### config.mk
export PLATFORM = sky130hd
export DESIGN_NAME = text_console_layout_top_flat
export DESIGN_NICKNAME = d
export VERILOG_FILES = /design/src/rtl/core/tcl_pkg.sv /design/src/rtl/core/tcl_if.sv /design/src/rtl/core/tcl_core.sv /design/src/rtl/core/text_console_layout_top.sv /design/src/flat_wrapper.sv
export SDC_FILE = /design/constraint.sdc
export NUM_CORES = 1
export LEC_CHECK = 0
export ABC_CLOCK_PERIOD_IN_PS = 7250
export BUFFER_PORTS_ARGS = -buffer_cell sky130_fd_sc_hd__buf_2
export CORE_UTILIZATION = 52
export DETAILED_ROUTE_END_ITERATION = 6
export PLACE_DENSITY_LB_ADDON = 0.08
export RECOVER_POWER = 50
export SETUP_SLACK_MARGIN = 0.4
export SKIP_CTS_REPAIR_TIMING = 1
export SYNTH_ARGS = -nofsm -noshare
export SYNTH_HDL_FRONTEND = slang
export SYNTH_SLANG_ARGS = --single-unit
### constraint.sdc
create_clock -name clk -period 7.25 [get_ports clk]
set_input_delay 0 -clock clk [delete_from_list [all_inputs] [get_ports clk]]
set_output_delay 0 -clock clk [all_outputs]
set_load 0.03 [all_outputs]
### src/rtl/core/tcl_pkg.sv
package tcl_pkg;

  // Input item kinds
  localparam logic [1:0] KIND_CHAR  = 2'd0;
  localparam logic [1:0] KIND_END   = 2'd1;
  localparam logic [1:0] KIND_CLEAR = 2'd2;

  // Result kinds
  localparam logic RES_GLYPH = 1'b0;
  localparam logic RES_TOP   = 1'b1;

  // Configuration register indexes
  localparam int unsigned CFG_IDX_W = 2;
  localparam logic [CFG_IDX_W-1:0] REG_MAX_LINES    = 2'd0;
  localparam logic [CFG_IDX_W-1:0] REG_WRAP_COLUMNS = 2'd1;

  // Character codes
  localparam logic [7:0] CH_TAB   = 8'h09;
  localparam logic [7:0] CH_LF    = 8'h0A;
  localparam logic [7:0] CH_CR    = 8'h0D;
  localparam logic [7:0] CH_SPACE = 8'h20;
  localparam logic [7:0] CH_TILDE = 8'h7E;
  localparam logic [7:0] CH_QMARK = 8'h3F;

  typedef struct packed {
    logic        result_kind;
    logic [15:0] line_number;
    logic [7:0]  column;
    logic [3:0]  atlas_col;
    logic [3:0]  atlas_row;
    logic [31:0] glyph_rgba;
  } result_t;

  typedef struct packed {
    logic [31:0] rgba;
    logic [7:0]  code;
    logic [1:0]  kind;
  } item_t;

endpackage

### src/rtl/core/tcl_if.sv
interface tcl_in_if;
  import tcl_pkg::*;
  logic        valid;
  logic        ready;
  logic [1:0]  kind;
  logic [7:0]  code;
  logic [31:0] rgba;
  modport source (output valid, kind, code, rgba, input ready);
  modport sink   (input valid, kind, code, rgba, output ready);
endinterface

interface tcl_out_if;
  import tcl_pkg::*;
  logic        valid;
  logic        ready;
  logic        result_kind;
  logic [15:0] line_number;
  logic [7:0]  column;
  logic [3:0]  atlas_col;
  logic [3:0]  atlas_row;
  logic [31:0] glyph_rgba;
  modport source (output valid, result_kind, line_number, column, atlas_col, atlas_row,
                  glyph_rgba, input ready);
  modport sink   (input valid, result_kind, line_number, column, atlas_col, atlas_row,
                  glyph_rgba, output ready);
endinterface

interface tcl_cfg_if;
  import tcl_pkg::*;
  logic                 valid;
  logic                 ready;
  logic [CFG_IDX_W-1:0] index;
  logic [7:0]           data;
  modport source (output valid, index, data, input ready);
  modport sink   (input valid, index, data, output ready);
endinterface

### src/rtl/core/tcl_core.sv
module tcl_core
  import tcl_pkg::*;
#(
  parameter int unsigned COLUMN_LIMIT = 256,
  parameter int unsigned COL_W        = $clog2(COLUMN_LIMIT + 1)
) (
  input  logic                 clk,
  input  logic                 rst_n,
  input  logic                 item_acc,
  input  item_t                item,
  input  logic                 cfg_wr,
  input  logic [CFG_IDX_W-1:0] cfg_index,
  input  logic [7:0]           cfg_data,
  output logic                 res_valid,
  output result_t              res,
  output logic [COL_W-1:0]     cursor_column
);

  localparam logic [COL_W-1:0] LIMIT = COL_W'(COLUMN_LIMIT);

  logic [7:0]       max_lines_r, wrap_columns_r;
  logic [COL_W-1:0] col_r, col_nxt;
  logic [15:0]      line_r, line_nxt, top_r, top_nxt;

  // Effective wrap width
  logic [COL_W-1:0] wrap_w;
  always_comb begin
    if (wrap_columns_r != 8'd0 && {1'b0, wrap_columns_r} <= 9'(COLUMN_LIMIT)) begin
      wrap_w = COL_W'(wrap_columns_r);
    end else begin
      wrap_w = LIMIT;
    end
  end

  // Tab target and wrap before a character
  logic [COL_W:0]   tab_next;
  logic             at_wrap;
  logic [COL_W-1:0] ch_col;
  logic [15:0]      ch_line;
  logic [7:0]       glyph_idx;
  assign tab_next = {1'b0, col_r | COL_W'(3)} + (COL_W+1)'(1);
  assign at_wrap  = col_r >= wrap_w;
  assign ch_col   = at_wrap ? '0 : col_r;
  assign ch_line  = at_wrap ? line_r + 16'd1 : line_r;

  always_comb begin
    if (item.code > CH_SPACE && item.code <= CH_TILDE) begin
      glyph_idx = item.code - CH_SPACE;
    end else begin
      glyph_idx = CH_QMARK - CH_SPACE;
    end
  end

  // End of text: visible lines and retire count
  logic [16:0] visible, excess;
  assign visible = {1'b0, line_r - top_r} + 17'(col_r != '0);
  assign excess  = visible - 17'(max_lines_r);

  // Next state and result
  always_comb begin
    col_nxt   = col_r;
    line_nxt  = line_r;
    top_nxt   = top_r;
    res_valid = 1'b0;
    res       = '0;
    case (item.kind)
      KIND_CHAR: begin
        if (item.code == CH_LF) begin
          line_nxt = line_r + 16'd1;
          col_nxt  = '0;
        end else if (item.code == CH_CR) begin
          col_nxt = col_r;
        end else if (item.code == CH_TAB) begin
          if (col_r[1:0] != 2'd0) begin
            if (tab_next <= {1'b0, wrap_w}) begin
              col_nxt = tab_next[COL_W-1:0];
            end else begin
              line_nxt = line_r + 16'd1;
              col_nxt  = '0;
            end
          end
        end else begin
          line_nxt = ch_line;
          col_nxt  = ch_col + COL_W'(1);
          if (item.code != CH_SPACE) begin
            res_valid       = 1'b1;
            res.result_kind = RES_GLYPH;
            res.line_number = ch_line;
            res.column      = 8'(ch_col);
            res.atlas_col   = glyph_idx[3:0];
            res.atlas_row   = glyph_idx[7:4];
            res.glyph_rgba  = item.rgba;
          end
        end
      end
      KIND_END: begin
        if (max_lines_r != 8'd0 && visible > 17'(max_lines_r)) begin
          top_nxt = top_r + excess[15:0];
        end
        res_valid       = 1'b1;
        res.result_kind = RES_TOP;
        res.line_number = top_nxt;
      end
      KIND_CLEAR: begin
        col_nxt  = '0;
        line_nxt = '0;
        top_nxt  = '0;
      end
      default: begin
        col_nxt = col_r;
      end
    endcase
  end

  // Cursor state
  always_ff @(posedge clk) begin
    if (!rst_n) begin
      col_r  <= '0;
      line_r <= '0;
      top_r  <= '0;
    end else if (item_acc) begin
      col_r  <= col_nxt;
      line_r <= line_nxt;
      top_r  <= top_nxt;
    end
  end

  // Configuration registers
  always_ff @(posedge clk) begin
    if (!rst_n) begin
      max_lines_r    <= '0;
      wrap_columns_r <= '0;
    end else if (cfg_wr) begin
      if (cfg_index == REG_MAX_LINES) begin
        max_lines_r <= cfg_data;
      end else if (cfg_index == REG_WRAP_COLUMNS) begin
        wrap_columns_r <= cfg_data;
      end
    end
  end

  assign cursor_column = col_r;

endmodule

### src/rtl/core/text_console_layout_top.sv
// Channel | Dir | Payload                                           | Handshake
// in_ch   | in  | kind, code, rgba                                  | valid/ready
// out_ch  | out | result_kind, line_number, column, atlas_col,      | valid/ready
//         |     | atlas_row, glyph_rgba                             |
// cfg_ch  | in  | index, data (0 max_lines, 1 wrap_columns)         | valid/ready
//
// One item per cycle while in_ch is ready; a result shows on out_ch the cycle
// after acceptance if none older waits. Cursor logic is compare/increment.
// A two-entry result queue keeps in_ch ready while one result waits; in_ch
// stalls only when both entries are full. cfg_ch is always ready.
// rst_n is synchronous, active low; it clears cursor, registers and the queue.
module text_console_layout_top
  import tcl_pkg::*;
#(
  parameter int unsigned COLUMN_LIMIT = 256
) (
  input  logic     clk,
  input  logic     rst_n,
  tcl_in_if.sink   in_ch,
  tcl_out_if.source out_ch,
  tcl_cfg_if.sink  cfg_ch
);

  localparam int unsigned COL_W = $clog2(COLUMN_LIMIT + 1);

  item_t            item;
  logic             item_acc, res_valid, pop;
  result_t          res;
  logic [COL_W-1:0] cursor_column;
  result_t          head_r, tail_r;
  logic [1:0]       cnt_r;

  assign item     = '{rgba: in_ch.rgba, code: in_ch.code, kind: in_ch.kind};
  assign in_ch.ready = (cnt_r != 2'd2);
  assign item_acc = in_ch.valid && in_ch.ready;
  assign cfg_ch.ready = 1'b1;

  tcl_core #(
    .COLUMN_LIMIT(COLUMN_LIMIT),
    .COL_W       (COL_W)
  ) u_core (
    .clk          (clk),
    .rst_n        (rst_n),
    .item_acc     (item_acc),
    .item         (item),
    .cfg_wr       (cfg_ch.valid && cfg_ch.ready),
    .cfg_index    (cfg_ch.index),
    .cfg_data     (cfg_ch.data),
    .res_valid    (res_valid),
    .res          (res),
    .cursor_column(cursor_column)
  );

  // Result queue, two entries
  logic push;
  assign push = item_acc && res_valid;
  assign pop  = out_ch.valid && out_ch.ready;

  always_ff @(posedge clk) begin
    if (!rst_n) begin
      cnt_r <= 2'd0;
    end else begin
      cnt_r <= cnt_r + 2'(push) - 2'(pop);
    end
  end

  always_ff @(posedge clk) begin
    if (cnt_r == 2'd0 || (cnt_r == 2'd1 && pop)) begin
      head_r <= res;
    end else if (cnt_r == 2'd2 && pop) begin
      head_r <= tail_r;
    end
    if (push && cnt_r == 2'd1 && !pop) begin
      tail_r <= res;
    end
  end

  assign out_ch.valid       = (cnt_r != 2'd0);
  assign out_ch.result_kind = head_r.result_kind;
  assign out_ch.line_number = head_r.line_number;
  assign out_ch.column      = head_r.column;
  assign out_ch.atlas_col   = head_r.atlas_col;
  assign out_ch.atlas_row   = head_r.atlas_row;
  assign out_ch.glyph_rgba  = head_r.glyph_rgba;

  // Checks
  a_cnt_bound: assert property (@(posedge clk) disable iff (!rst_n)
    cnt_r != 2'd3)
    else $error("result queue overflow");

  a_col_bound: assert property (@(posedge clk) disable iff (!rst_n)
    cursor_column <= COL_W'(COLUMN_LIMIT))
    else $error("cursor column beyond limit");

  a_clear: assert property (@(posedge clk) disable iff (!rst_n)
    item_acc && in_ch.kind == KIND_CLEAR |=> cursor_column == '0)
    else $error("clear did not reset cursor");

  a_end_result: assert property (@(posedge clk) disable iff (!rst_n)
    item_acc && in_ch.kind == KIND_END && !pop |=> cnt_r == $past(cnt_r) + 2'd1)
    else $error("end of text gave no result");

endmodule

### src/flat_wrapper.sv
// flat-port wrapper written by rule: the top's interface ports become plain ports
module text_console_layout_top_flat import tcl_pkg::*;
#(
  parameter int unsigned COLUMN_LIMIT = 256
)
  (clk, rst_n, in_ch_valid, in_ch_kind, in_ch_code, in_ch_rgba, in_ch_ready, out_ch_valid, out_ch_result_kind, out_ch_line_number, out_ch_column, out_ch_atlas_col, out_ch_atlas_row, out_ch_glyph_rgba, out_ch_ready, cfg_ch_valid, cfg_ch_index, cfg_ch_data, cfg_ch_ready);
  tcl_in_if in_ch_i ();
  tcl_out_if out_ch_i ();
  tcl_cfg_if cfg_ch_i ();
  input  logic clk;
  input  logic rst_n;
  input wire logic [$bits(in_ch_i.valid)-1:0] in_ch_valid;
  input wire logic [$bits(in_ch_i.kind)-1:0] in_ch_kind;
  input wire logic [$bits(in_ch_i.code)-1:0] in_ch_code;
  input wire logic [$bits(in_ch_i.rgba)-1:0] in_ch_rgba;
  output wire logic [$bits(in_ch_i.ready)-1:0] in_ch_ready;
  output wire logic [$bits(out_ch_i.valid)-1:0] out_ch_valid;
  output wire logic [$bits(out_ch_i.result_kind)-1:0] out_ch_result_kind;
  output wire logic [$bits(out_ch_i.line_number)-1:0] out_ch_line_number;
  output wire logic [$bits(out_ch_i.column)-1:0] out_ch_column;
  output wire logic [$bits(out_ch_i.atlas_col)-1:0] out_ch_atlas_col;
  output wire logic [$bits(out_ch_i.atlas_row)-1:0] out_ch_atlas_row;
  output wire logic [$bits(out_ch_i.glyph_rgba)-1:0] out_ch_glyph_rgba;
  input wire logic [$bits(out_ch_i.ready)-1:0] out_ch_ready;
  input wire logic [$bits(cfg_ch_i.valid)-1:0] cfg_ch_valid;
  input wire logic [$bits(cfg_ch_i.index)-1:0] cfg_ch_index;
  input wire logic [$bits(cfg_ch_i.data)-1:0] cfg_ch_data;
  output wire logic [$bits(cfg_ch_i.ready)-1:0] cfg_ch_ready;
  assign in_ch_i.valid = in_ch_valid;
  assign in_ch_i.kind = in_ch_kind;
  assign in_ch_i.code = in_ch_code;
  assign in_ch_i.rgba = in_ch_rgba;
  assign in_ch_ready = in_ch_i.ready;
  assign out_ch_valid = out_ch_i.valid;
  assign out_ch_result_kind = out_ch_i.result_kind;
  assign out_ch_line_number = out_ch_i.line_number;
  assign out_ch_column = out_ch_i.column;
  assign out_ch_atlas_col = out_ch_i.atlas_col;
  assign out_ch_atlas_row = out_ch_i.atlas_row;
  assign out_ch_glyph_rgba = out_ch_i.glyph_rgba;
  assign out_ch_i.ready = out_ch_ready;
  assign cfg_ch_i.valid = cfg_ch_valid;
  assign cfg_ch_i.index = cfg_ch_index;
  assign cfg_ch_i.data = cfg_ch_data;
  assign cfg_ch_ready = cfg_ch_i.ready;
  text_console_layout_top #(.COLUMN_LIMIT(COLUMN_LIMIT)) u_core (.clk(clk), .rst_n(rst_n), .in_ch(in_ch_i), .out_ch(out_ch_i), .cfg_ch(cfg_ch_i));
endmodule
# ---- Yosys cells after proc, flatten, opt, wreduce, memory -nomap -nowiden
# Cells that the tools add are included.
dict set report op_classes {
  addsub 10
  mux 31
  bitwise 1
  n_reduce_logical 28
  n_eq_ne 13
  order_cmp 6
}
# cell n
set op_table {}
lappend op_table {{64-bit 2-to-1 mux} 4}
lappend op_table {{65-bit 2-to-1 mux} 2}
lappend op_table {{16-bit 2-to-1 mux} 7}
lappend op_table {{16-bit case mux with 2 select lines} 2}
lappend op_table {{9-bit 2-to-1 mux} 7}
lappend op_table {{48-bit 2-to-1 mux} 1}
lappend op_table {{17-bit case mux with 2 select lines} 1}
lappend op_table {{8-bit by 4-bit == test with 1-bit output, second input constant} 3}
lappend op_table {{9-bit case mux with 2 select lines} 1}
lappend op_table {{16-bit by 1-bit adder with 17-bit output} 1}
lappend op_table {{17-bit by 8-bit > comparator with 1-bit output} 1}
lappend op_table {{16-bit by 1-bit adder with 16-bit output, second input constant} 1}
lappend op_table {{16-bit adder} 1}
lappend op_table {{8-bit nonzero test} 2}
lappend op_table {{16-bit subtractor} 1}
lappend op_table {{16-bit by 8-bit subtractor with 16-bit output} 1}
lappend op_table {{9-bit by 1-bit adder with 10-bit output, second input constant} 1}
lappend op_table {{10-bit by 9-bit less-or-equal comparator with 1-bit output} 1}
lappend op_table {{1-bit logical AND} 10}
lappend op_table {{2-bit nonzero test} 5}
lappend op_table {{9-bit by 1-bit adder with 9-bit output, second input constant} 1}
lappend op_table {{9-bit greater-or-equal comparator} 1}
lappend op_table {{8-bit by 9-bit less-or-equal comparator with 1-bit output, second input constant} 1}
lappend op_table {{9-bit nonzero test} 1}
lappend op_table {{22 further kinds} 32}
dict set report totals {
  wordCells 107
  ff_bits 189
  out_inout_bits 68
  in_bits 57
}

# ---- Depth between registers and ports, before layout
# Gate-level depths: netlist (run 1).
dict set report depth {
  word_depth 11
  mapped_depth 25
  depth_no_buf 25
}

# ---- By module
# From an unflattened synthesis (run 1), not the netlist that was laid out.
dict set report unflattened {
  cells_unflattened 1095
  area_unflattened_um2 11797.6
}
# mod instances seq_area_each_um2 cells_each area_per_inst_um2
set modules_own_cells {}
lappend modules_own_cells {tcl_core 1 1141.1 868 6717.7}
lappend modules_own_cells {text_console_layout_top 1 3943.8 227 5079.9}

# ---- Worst setup path after synthesis (run 1)
# Ideal clock, no wire load.
dict set report synth_timing {
  kind {register -> register}
  from {register u_core.cnt_r[0]}
  to {register u_core.tail_r[0] (netlist name), enable pin}
  n_path_buf 0
  setup_time_ps 581
  setup_slack_ps 798
  required_ps 6669
  period_less_slack_ps 6452
  stages_incl_launch_ff 6
  arrival_ps 5871
  cell_sequence {dfxtp_1 inv_1 nand2_1 and2_1 a21boi_0 nor3b_1}
}
dict set report synth_via {
  elab_chain_len 5
  word_cells_on_any_way 9
  classes_between {eq/ne (2); reduce/logical (7)}
}
# item line
set synth_rtl {}
lappend synth_rtl {{from (decl)} text_console_layout_top.sv:31} ;# logic [1:0] cnt_r;
lappend synth_rtl {{from (signal assigned)} text_console_layout_top.sv:63} ;# cnt_r <= cnt_r + 2'(push) - 2'(pop);
lappend synth_rtl {{2-bit != test} text_console_layout_top.sv:34} ;# assign in_ch.ready = (cnt_r != 2'd2);
lappend synth_rtl {{named net in_ch_ready} flat_wrapper.sv:16} ;# output wire logic [$bits(in_ch_i.ready)-1:0] in_ch_ready;
lappend synth_rtl {{1-bit logical AND} text_console_layout_top.sv:35} ;# assign item_acc = in_ch.valid && in_ch.ready;
lappend synth_rtl {{1-bit logical AND} text_console_layout_top.sv:56} ;# assign push = item_acc && res_valid;
lappend synth_rtl {{1-bit logical AND (2 in series)} text_console_layout_top.sv:73} ;# if (push && cnt_r == 2'd1 && !pop) begin
lappend synth_rtl {{to (signal assigned)} text_console_layout_top.sv:74} ;# tail_r <= res;
lappend synth_rtl {{to (decl)} text_console_layout_top.sv:30} ;# result_t head_r, tail_r;
# The timed path passes the listed nets, and every way through them passes these cells.
# A chain may end at the register's enable or synchronous reset.

# ---- Worst setup path after layout (run 1)
dict set report layout_timing {
  from {register u_core.u_core.line_r[0]}
  to {register u_core.head_r (netlist bit u_core.out_ch.line_number[15]) (data pin)}
}
dict set report layout_via {
  elab_chain_len 8
  word_cells_on_any_way 15
  classes_between {add/sub (5); order compare (1); mux (8); reduce/logical (1)}
}
# item line
set layout_rtl {}
lappend layout_rtl {{from (decl)} tcl_core.sv:23} ;# logic [15:0] line_r, line_nxt, top_r, top_nxt;
lappend layout_rtl {{from (signal assigned)} tcl_core.sv:123} ;# line_r <= line_nxt;
lappend layout_rtl {{parallel branches: the longest is 6 deep, another holds 16-bit by 1-bit adder with 17-bit output} -}
lappend layout_rtl {{17-bit case mux with 2 select lines *} tcl_core.sv:66} ;# case (item.kind)
lappend layout_rtl {{65-bit 2-to-1 mux *} text_console_layout_top.sv:68} ;# if (cnt_r == 2'd0 || (cnt_r == 2'd1 && pop)) begin
lappend layout_rtl {{to (signal assigned)} text_console_layout_top.sv:69} ;# head_r <= res;
lappend layout_rtl {{to (signal assigned)} text_console_layout_top.sv:71} ;# head_r <= tail_r;
lappend layout_rtl {{to (decl)} text_console_layout_top.sv:30}
# Every way passes the cells marked *.

==> results of run 1 <==
## metrics by stage
stage,setup WS (ns),hold WS (ns),instance area (um^2),std cells
finish,1.17,-0.0243,13400,1595
global route,0.684,0.0225,13400,1595
CTS,1.25,-0.207,13200,1554
detailed placement,1.28,0.251,12600,1522
global placement,1.45,0.250,12600,1522
floorplan,0.798,0.139,11700,1159
## worst max-delay path, stage by stage, from the launching register on
cell	delay [ns]
dfxtp_1	0.35
inv_1	0.12
ha_1	0.17
inv_1	0.05
fa_1	0.43
a21o_1	0.22
a221oi_1	0.40
xnor2_2	0.19
nand4_1	0.22
nor3_1	0.48
nand4b_1	0.19
and2_1	0.22
ha_1	0.27
inv_1	0.04
ha_1	0.32
o21a_1	0.12
nor2_1	0.16
nor3_1	0.09
a2111oi_0	0.45
nor3_1	0.17
and4_1	0.23
a211oi_1	0.24
o2111ai_1	0.27
a211o_1	0.37
a31oi_1	0.16
## per-layer routing
layer	share of wire, %	vias to the layer above
met1	49	4332
li1	-	4554
met4	0.94	0
met2	45	267
met3	5.0	15
met5	0	-
## flip-flops by register name, indices dropped and copies added (netlist names)
name                          flops
u_core.tail_r                    65
u_core.out_ch.glyph_rgba         32
u_core.out_ch.line_number        16
u_core.u_core.line_r             16
u_core.u_core.top_r              16
u_core.u_core.cursor_column       9
u_core.out_ch.column              8
u_core.u_core.max_lines_r         8
u_core.u_core.wrap_columns_r      8
u_core.out_ch.atlas_col           4
u_core.out_ch.atlas_row           4
u_core.cnt_r                      2
u_core.out_ch.result_kind         1
## kinds of logic after synthesis
logic type               Yosys count
AO/OA/AOI/OAI                    275
buffers and inverters            134
other                              1
adder cells (fa/ha/maj)           81
flip-flops                       189
multiplexers                      61
AND/OR/NAND/NOR                  353
XOR/XNOR                          65
## cells in the mapped netlist, types with 9 or more instances
library cell  number
edfxtp_1         130
nor2_1            85
inv_1             81
ha_1              72
nand2_1           71
dfxtp_1           59
a21oi_1           58
o21ai_0           51
mux2_2            45
and2_1            43
clkbuf_1          42
nand3_1           38
xnor2_1           34
a21o_1            28
xor2_1            28
and3_1            26
nor3_1            24
a32o_1            21
mux2i_1           16
nand4b_1          11
o211ai_1          10
o22ai_1           10
fa_1               9
nand4_1            9
nor4_1             9
o21ai_1            9
## cell type report
class / instances / area (um^2)
clock buffer: 18 / 429
clock inverter: 14 / 161
fill: 1877 / 8450
inverter: 81 / 304
multi-input combinational: 836 / 6090
sequential: 189 / 5080
tap: 280 / 350
timing repair buffer: 177 / 1020
## path summary, 6_finish.rpt
kind	startpoint	slack, ns	endpoint	cells after the start
setup reg to reg	u_core.u_core.line_r[0]$_SDFFE_PN0P_	1.17	u_core.out_ch.line_number[15]$_DFFE_PP_	24
hold / removal	in_ch_code[0]	-0.02	u_core.tail_r[36]$_DFFE_PP_	3
hold reg to reg	u_core.tail_r[64]$_DFFE_PP_	0.52	u_core.out_ch.result_kind$_DFFE_PP_	2
setup / recovery	u_core.u_core.line_r[0]$_SDFFE_PN0P_	1.17	u_core.out_ch.line_number[15]$_DFFE_PP_	24
==> flow_summary.toml, run 1 <==
[place]
io_buffer_count = 123
hpwl_um = 21000
routabilityCongestion = 0.861

[floorplan]
num_rows = 54
core_area_um2 = 21900
die_area_um2 = 23100
die_h_um = 152
ioPinCount = 125
initial_core_util_pct = 53.3
die_w_um = 152

[synthesis]
synthAdderAreaFrac_pct = 9.26
syn-cell-area_um2 = 11700
synth_cell_types = 78
synth.mux.area_fraction_pct = 5.71
yosys.area_share.xor_xnor_pct = 5.07
ys_ff_latch = 189
yosys.area.top_type_share_pct = 33.4
avgSynthCellArea_um2 = 10.1
synth_edf_count = 130
synth_flop_cell = "edfxtp_1"
post_synth_and_or_nand_nor_area_fraction_pct = 15.7
ys_seq_area_share_pct = 43.5
yosysTopAreaCell = "edfxtp_1"
synth_compound_area_share_pct = 16.2
syn-num-nets = 1297
ys_async_sr_fraction_pct = 0
yosysWarnings = 0
yosys-top-cells-area = "edfxtp_1 33%, dfxtp_1 10%, ha_1 7.7%, mux2_2 4.3%, nor2_1 2.7%"
synth_cells = 1159
synth_top_family_by_area = "compound AO/OA/AOI/OAI gates"

[detailed_routing]
drt_first_iter_violations = 536
vias_per_cell = 5.75
drt-pass1-iter-count = 5
antenna_left = 0
drcViolationCount = 0
vias = 9168
wirelength_um = 29000
wl_per_cell_um = 18.2

[sta]
finalCriticalPeriod_ns = 6.08
setup_viol = 0
tightest_slew_ns = 3.21
rsz0062_at_grt = "no"
final_hold_viol_count = 3
fin_setup_tns_ns = 0
skew_ns = 0.0125
slew_headroom_pct = -116
whs_ns = -0.0243
fmax_mhz = 164
maxSlewViolCount = 192
min_period_over_period_pct = 83.9

[finish]
drive_gt1_share_pct = 12.5
layout_commonest_cell = "edfxtp_1"
antenna_cells = 0
final_nets = 1440
finish.utilization_pct = 61.4
syn_to_final_growth_pct = 15.1
final_cell_mix = "130 x edfxtp_1, 85 x nor2_1, 81 x inv_1"

[status]
run_status = "finished with violations"
violations = "hold timing, capacitance limit, slew limit"

[critical_path]
path_max_fanout = 5
endpoint_kind = "register"
critPathLaunchType = "register"
critPathKind = "reg -> reg"
required_ns = 7.53
critical_path_arrival_ns = 6.36

[grt]
grt_util_met2_pct = 39.3
globalRoute.totalOverflow = 0
globalRoute.busiestLayer = "met2"
grt_max_degree = 46
grt_pass1_vias = 8730
antenna_found_initial = 0
grt.met1_usage_pct = 36.9
grt_usage_pct = 25.1
grt_pass1_wl_um = 46800
use_met3_pct = 3.42

[cts]
cts.path.max_buffers = 2
cts_root_buf = "clkbuf_16"
clock_latency_ns = 0.44
numCtsBuffers = 17
cts_tree = "built"
cts.htree.levels = 4
clock_sinks = 189
path_clk_slew_ns = 0.08

[worst_hold_path]
hold_class = "in -> reg"

[job]
drv_cap = 5
Power of run 1 is not shown: default switching activity piles up to over one toggle a cycle in this logic, so the estimate is an artifact.
==> run 2: changes to the inputs <==
- ABC_CLOCK_PERIOD_IN_PS: 7250 -> 5500
- clock period: 7.25 -> 5.5 ns (I/O delays scaled with it)
==> run 2 against run 1 <==
Against the previous run:
- the flow finishes with violations (DRC, hold timing, capacitance limit, slew limit)
- count of clock-buffer cells in the layout stayed put
- first-iteration DRC count rose by 27%
- utilization rose by 2.5 points
- final area up 4.0%
- maximum frequency increased by 15%
- critical path depth decreased by 1
- register-to-register slack worse by 0.95 ns
- setup slack lost 0.95 ns
- global-route usage is 0.13 points lower
==> flow_summary.toml, run 2 (same netlist as run 1, synthesis figures left out) <==
[finish]
final_cell_mix = "130 x edfxtp_1, 83 x nor2_1, 79 x inv_1"
finish.utilization_pct = 63.9
largest_reg_flops = 65
syn_to_final_growth_pct = 19.7
layout_commonest_cell = "edfxtp_1"
antenna_cells = 0
final_nets = 1474
drive_gt1_share_pct = 17.6
regMostFlops = "u_core.tail_r"

[grt]
grt.met1_usage_pct = 37.4
antenna_found_initial = 0
grt_pass1_wl_um = 46600
use_met3_pct = 3.79
globalRoute.totalOverflow = 0
grt_util_met2_pct = 37.7
globalRoute.busiestLayer = "met2"
grt_max_degree = 58
grt_usage_pct = 25.0
grt_pass1_vias = 8737

[critical_path]
required_ns = 5.78
cp_slowest_stage_delay_ns = 0.49
critPathKind = "reg -> reg"
cp-startpoint = "u_core.u_core.line_r[0]$_SDFFE_PN0P_"
r2r-start = "u_core.u_core.line_r[0]$_SDFFE_PN0P_"
r2r_cells = 23
crit_chain = "inv_2, ha_4, inv_2, fa_2, a21o_1, a221oi_4, xnor2_2, nand4_1, buf_4, xnor2_2, fa_1, inv_1, ha_1, and3_1, a21oi_2, o211ai_1, a2111oi_1, nor3_1, a21oi_1, a211oi_2, or3_4, a211o_1, a31oi_1"
critPathLaunchType = "register"
endpoint_kind = "register"
worst_path_max_delay_cell = "fa_1"
crit_buf_inv = 4
worst-path-stages = 23
path_max_fanout = 4
crit_family = "compound AO/OA/AOI/OAI gates"
critical_path_arrival_ns = 5.57

[detailed_routing]
vias = 9561
wl_per_cell_um = 18.3
vias_per_cell = 5.87
antenna_left = 0
drcViolationCount = 3
drt_first_iter_violations = 682
drt-pass1-iter-count = 7
wirelength_um = 29800

[sta]
slew_headroom_pct = -120
skew_ns = 0.0171
rsz0062_at_grt = "yes"
fmax_mhz = 189
setup_viol = 0
min_period_over_period_pct = 96.1
maxSlewViolCount = 103
whs_ns = -0.00596
tightest_slew_ns = 3.26
finalCriticalPeriod_ns = 5.29
final_hold_viol_count = 1

[job]
drv_cap = 3

[floorplan]
ioPinCount = 125
die_h_um = 152
num_rows = 54
die_area_um2 = 23100
initial_core_util_pct = 53.3
core_area_um2 = 21900
die_w_um = 152

[status]
violations = "DRC, hold timing, capacitance limit, slew limit"
run_status = "finished with violations"

[worst_hold_path]
min_path_cells = 3
hold_class = "in -> reg"
min_from = "in_ch_code[4]"

[cts]
cts.htree.levels = 4
clock_sinks = 189
clock_latency_ns = 0.44
path_clk_slew_ns = 0.08
cts.path.max_buffers = 2
cts_root_buf = "clkbuf_16"
numCtsBuffers = 17
cts_tree = "built"

[place]
hpwl_um = 21000
routabilityCongestion = 0.894
io_buffer_count = 123
run 2: changes by cell type in the layout (fill, tap and decap cells not counted), sizes merged:
cell,change
clkinvlp,+2
clkinv,-1
clkbuf,-4
dlygate4sd3,+1
buf,+37
inv,-1
run 2: through the flow:
step / setup TNS, ns / cells / setup slack [ns] / area (um^2) / hold WS, ns
2_1_floorplan: 0 / 1159 / 0.409 / 11700 / 0.139
3_5_place_dp: 0 / 1546 / 0.00922 / 12800 / 0.256
4_1_cts: -0.0167 / 1578 / -0.0124 / 13400 / -0.195
3_3_place_gp: 0 / 1546 / 0.116 / 12800 / 0.248
6_report: 0 / 1629 / 0.214 / 14000 / -0.00596
5_1_grt: -0.260 / 1629 / -0.120 / 14000 / 0.0168
run 2: per-layer routing:
layer	up-vias	share of wire [%]
li1	4616	-
met1	4559	47
met2	358	45
met3	28	6.5
met4	0	1.2
met5	-	0
run 2: worst paths after layout:
check | end | slack, ns
setup / recovery | u_core.out_ch.line_number[15]$_DFFE_PP_ | 0.21
hold / removal | u_core.tail_r[32]$_DFFE_PP_ | -0.006
setup reg to reg | u_core.out_ch.line_number[15]$_DFFE_PP_ | 0.21
hold reg to reg | u_core.out_ch.result_kind$_DFFE_PP_ | 0.53
run 2: area by class of cell:
class                   count  area [um^2]
clock buffers              18          429
clock inverters            14          144
fillers                  1847         7910
inverters                  81          304
multi-input cells         836         6330
flip-flops and latches    189         5090
well taps                 280          350
repair buffers            211         1330
run 2: worst reg2reg max path: stages (launching register included):
cell and delay, ns:
dfxtp_2 0.33, inv_2 0.07, ha_4 0.13, inv_2 0.04
fa_2 0.40, a21o_1 0.24, a221oi_4 0.29, xnor2_2 0.18
nand4_1 0.14, buf_4 0.20, xnor2_2 0.14, fa_1 0.49
inv_1 0.04, ha_1 0.29, and3_1 0.18, a21oi_2 0.11
o211ai_1 0.14, a2111oi_1 0.42, nor3_1 0.12, a21oi_1 0.17
a211oi_2 0.11, or3_4 0.42, a211o_1 0.33, a31oi_1 0.16
Power of run 2 is left out for the same reason.
==> run 3: changes to the inputs <==
- ABC_CLOCK_PERIOD_IN_PS: 5500 -> 5300
- clock period: 5.5 -> 5.3 ns (I/O delays scaled with it)
==> run 3 against run 2 <==
Against the previous run:
- the flow finishes with violations (hold timing, capacitance limit, slew limit)
- global-route usage increased by 0.23 points
- sequential cell count unchanged
- largest cell class unchanged
- non-clock buffer count increased by 23
- sequential share of layout area decreased by 0.99 points
- count of clock-buffer cells in the layout decreased by 1
- wire length increased by 0.36%
- worst hold slack got worse by 0.0029 ns
==> flow_summary.toml, run 3 (same netlist as run 1, synthesis figures left out) <==
[status]
run_status = "finished with violations"
violations = "hold timing, capacitance limit, slew limit"

[finish]
largest_reg_flops = 65
regMostFlops = "u_core.tail_r"
antenna_cells = 0
multi_input_area_um2 = 6520
fillerInstances = 1788
drive_gt1_share_pct = 20.9
syn_to_final_growth_pct = 23.1
seqCellArea_um2 = 5090
final_cell_mix = "130 x edfxtp_1, 82 x nor2_1, 77 x inv_1"
layout_commonest_cell = "edfxtp_1"
final_nets = 1497

[critical_path]
required_ns = 5.48
worst_path_max_delay_cell = "a2111oi_2"
critical_path_arrival_ns = 5.43
critPathKind = "reg -> reg"
critPathLaunchType = "register"
path_max_fanout = 4
crit_chain = "inv_2, ha_4, inv_2, fa_2, a211oi_2, nor2_1, nor2_1, nand4b_2, nor4_4, xnor2_1, ha_1, inv_1, ha_1, o21a_1, nor2_2, nor3_2, a2111oi_2, nor3_2, and4_1, a211oi_2, o2111ai_2, buf_4, nand4_1, a31oi_1"
endpoint_kind = "register"
cp_slowest_stage_delay_ns = 0.41

[grt]
grt_pass1_wl_um = 46900
grt_usage_pct = 25.2
globalRoute.totalOverflow = 0
grt_max_degree = 44
grt_pass1_vias = 8950
antenna_found_initial = 0

[sta]
fmax_mhz = 190
whs_ns = -0.00883
rsz0062_at_grt = "yes"
maxSlewViolCount = 133
skew_ns = 0.0136
slew_headroom_pct = -183
tightest_slew_ns = 4.20
final_hold_viol_count = 1
setup_viol = 0
finalCriticalPeriod_ns = 5.25
min_period_over_period_pct = 99.1

[floorplan]
die_area_um2 = 23100
initial_core_util_pct = 53.3
die_h_um = 152
core_area_um2 = 21900
ioPinCount = 125
die_w_um = 152
num_rows = 54

[detailed_routing]
antenna_left = 0
drt_first_iter_violations = 691
drt-pass1-iter-count = 5
vias_per_cell = 5.80
wirelength_um = 29900
wl_per_cell_um = 18.1
drcViolationCount = 0
vias = 9571

[place]
io_buffer_count = 123
hpwl_um = 21300
routabilityCongestion = 0.921

[cts]
numCtsBuffers = 17
cts_root_buf = "clkbuf_16"
clock_sinks = 189
cts.htree.levels = 4
cts.path.max_buffers = 2
cts_tree = "built"
path_clk_slew_ns = 0.08
clock_latency_ns = 0.43

[job]
drv_cap = 4

[worst_hold_path]
hold_class = "in -> reg"
-- run 3: changes by cell type in the layout (fill, tap and decap cells not counted), sizes merged --
cell         before  now
buf              99  119
dlygate4sd3      42   41
clkbuf           88   91
inv              89   88
clkinv            3    4
-- run 3: cell type report --
cell class | count | share of cell area, %
Multi-Input combinational cell | 836 | 45.4
Sequential cell | 189 | 35.4
Timing Repair Buffer | 234 | 10.7
Clock buffer | 17 | 2.96
Tap cell | 280 | 2.44
Inverter | 81 | 2.11
Clock inverter | 14 | 1.04
-- run 3: path summary, 6_finish.rpt --
kind              depth (start not counted)                                 start                                       to  slack, ns
setup / recovery                         24  u_core.u_core.line_r[0]$_SDFFE_PN0P_  u_core.out_ch.line_number[15]$_DFFE_PP_       0.05
hold / removal                            3                         in_ch_code[4]              u_core.tail_r[32]$_DFFE_PP_     -0.009
setup reg to reg                         24  u_core.u_core.line_r[0]$_SDFFE_PN0P_  u_core.out_ch.line_number[15]$_DFFE_PP_       0.05
hold reg to reg                           2           u_core.tail_r[64]$_DFFE_PP_      u_core.out_ch.result_kind$_DFFE_PP_       0.53
-- run 3: routing by layer --
metal | vias up | GRT usage, % | wire length, um
li1 | 4663 | - | -
met3 | 31 | 3.85 | 2000
met1 | 4532 | 37.4 | 14100
met2 | 345 | 38.0 | 13300
met5 | - | 0 | 0
met4 | 0 | 7.00 | 500
-- run 3: worst max-delay path, delay by kind of cell, from the launching register on --
family | cells | cell delay (ns)
buf+inv | 4 | 0.36
fa+ha+maj | 4 | 1.10
flops | 1 | 0.32
simple gates | 9 | 1.71
xor+xnor | 1 | 0.11
compound gates | 6 | 1.41
-- run 3: through the flow --
step | std cells | area [um^2] | worst slack, ns | setup TNS (ns) | util [%]
after floorplan | 1159 | 11800 | 0.421 | 0 | -
after global placement | 1561 | 13000 | 0.124 | 0 | 59.2
after detailed placement | 1561 | 13000 | 0.0443 | 0 | 59.2
after CTS | 1592 | 13500 | 0.0294 | 0 | 61.9
after global routing | 1651 | 14400 | -0.175 | -0.473 | 65.7
final | 1651 | 14400 | 0.0483 | 0 | 65.7
Power of run 3 is left out for the same reason.
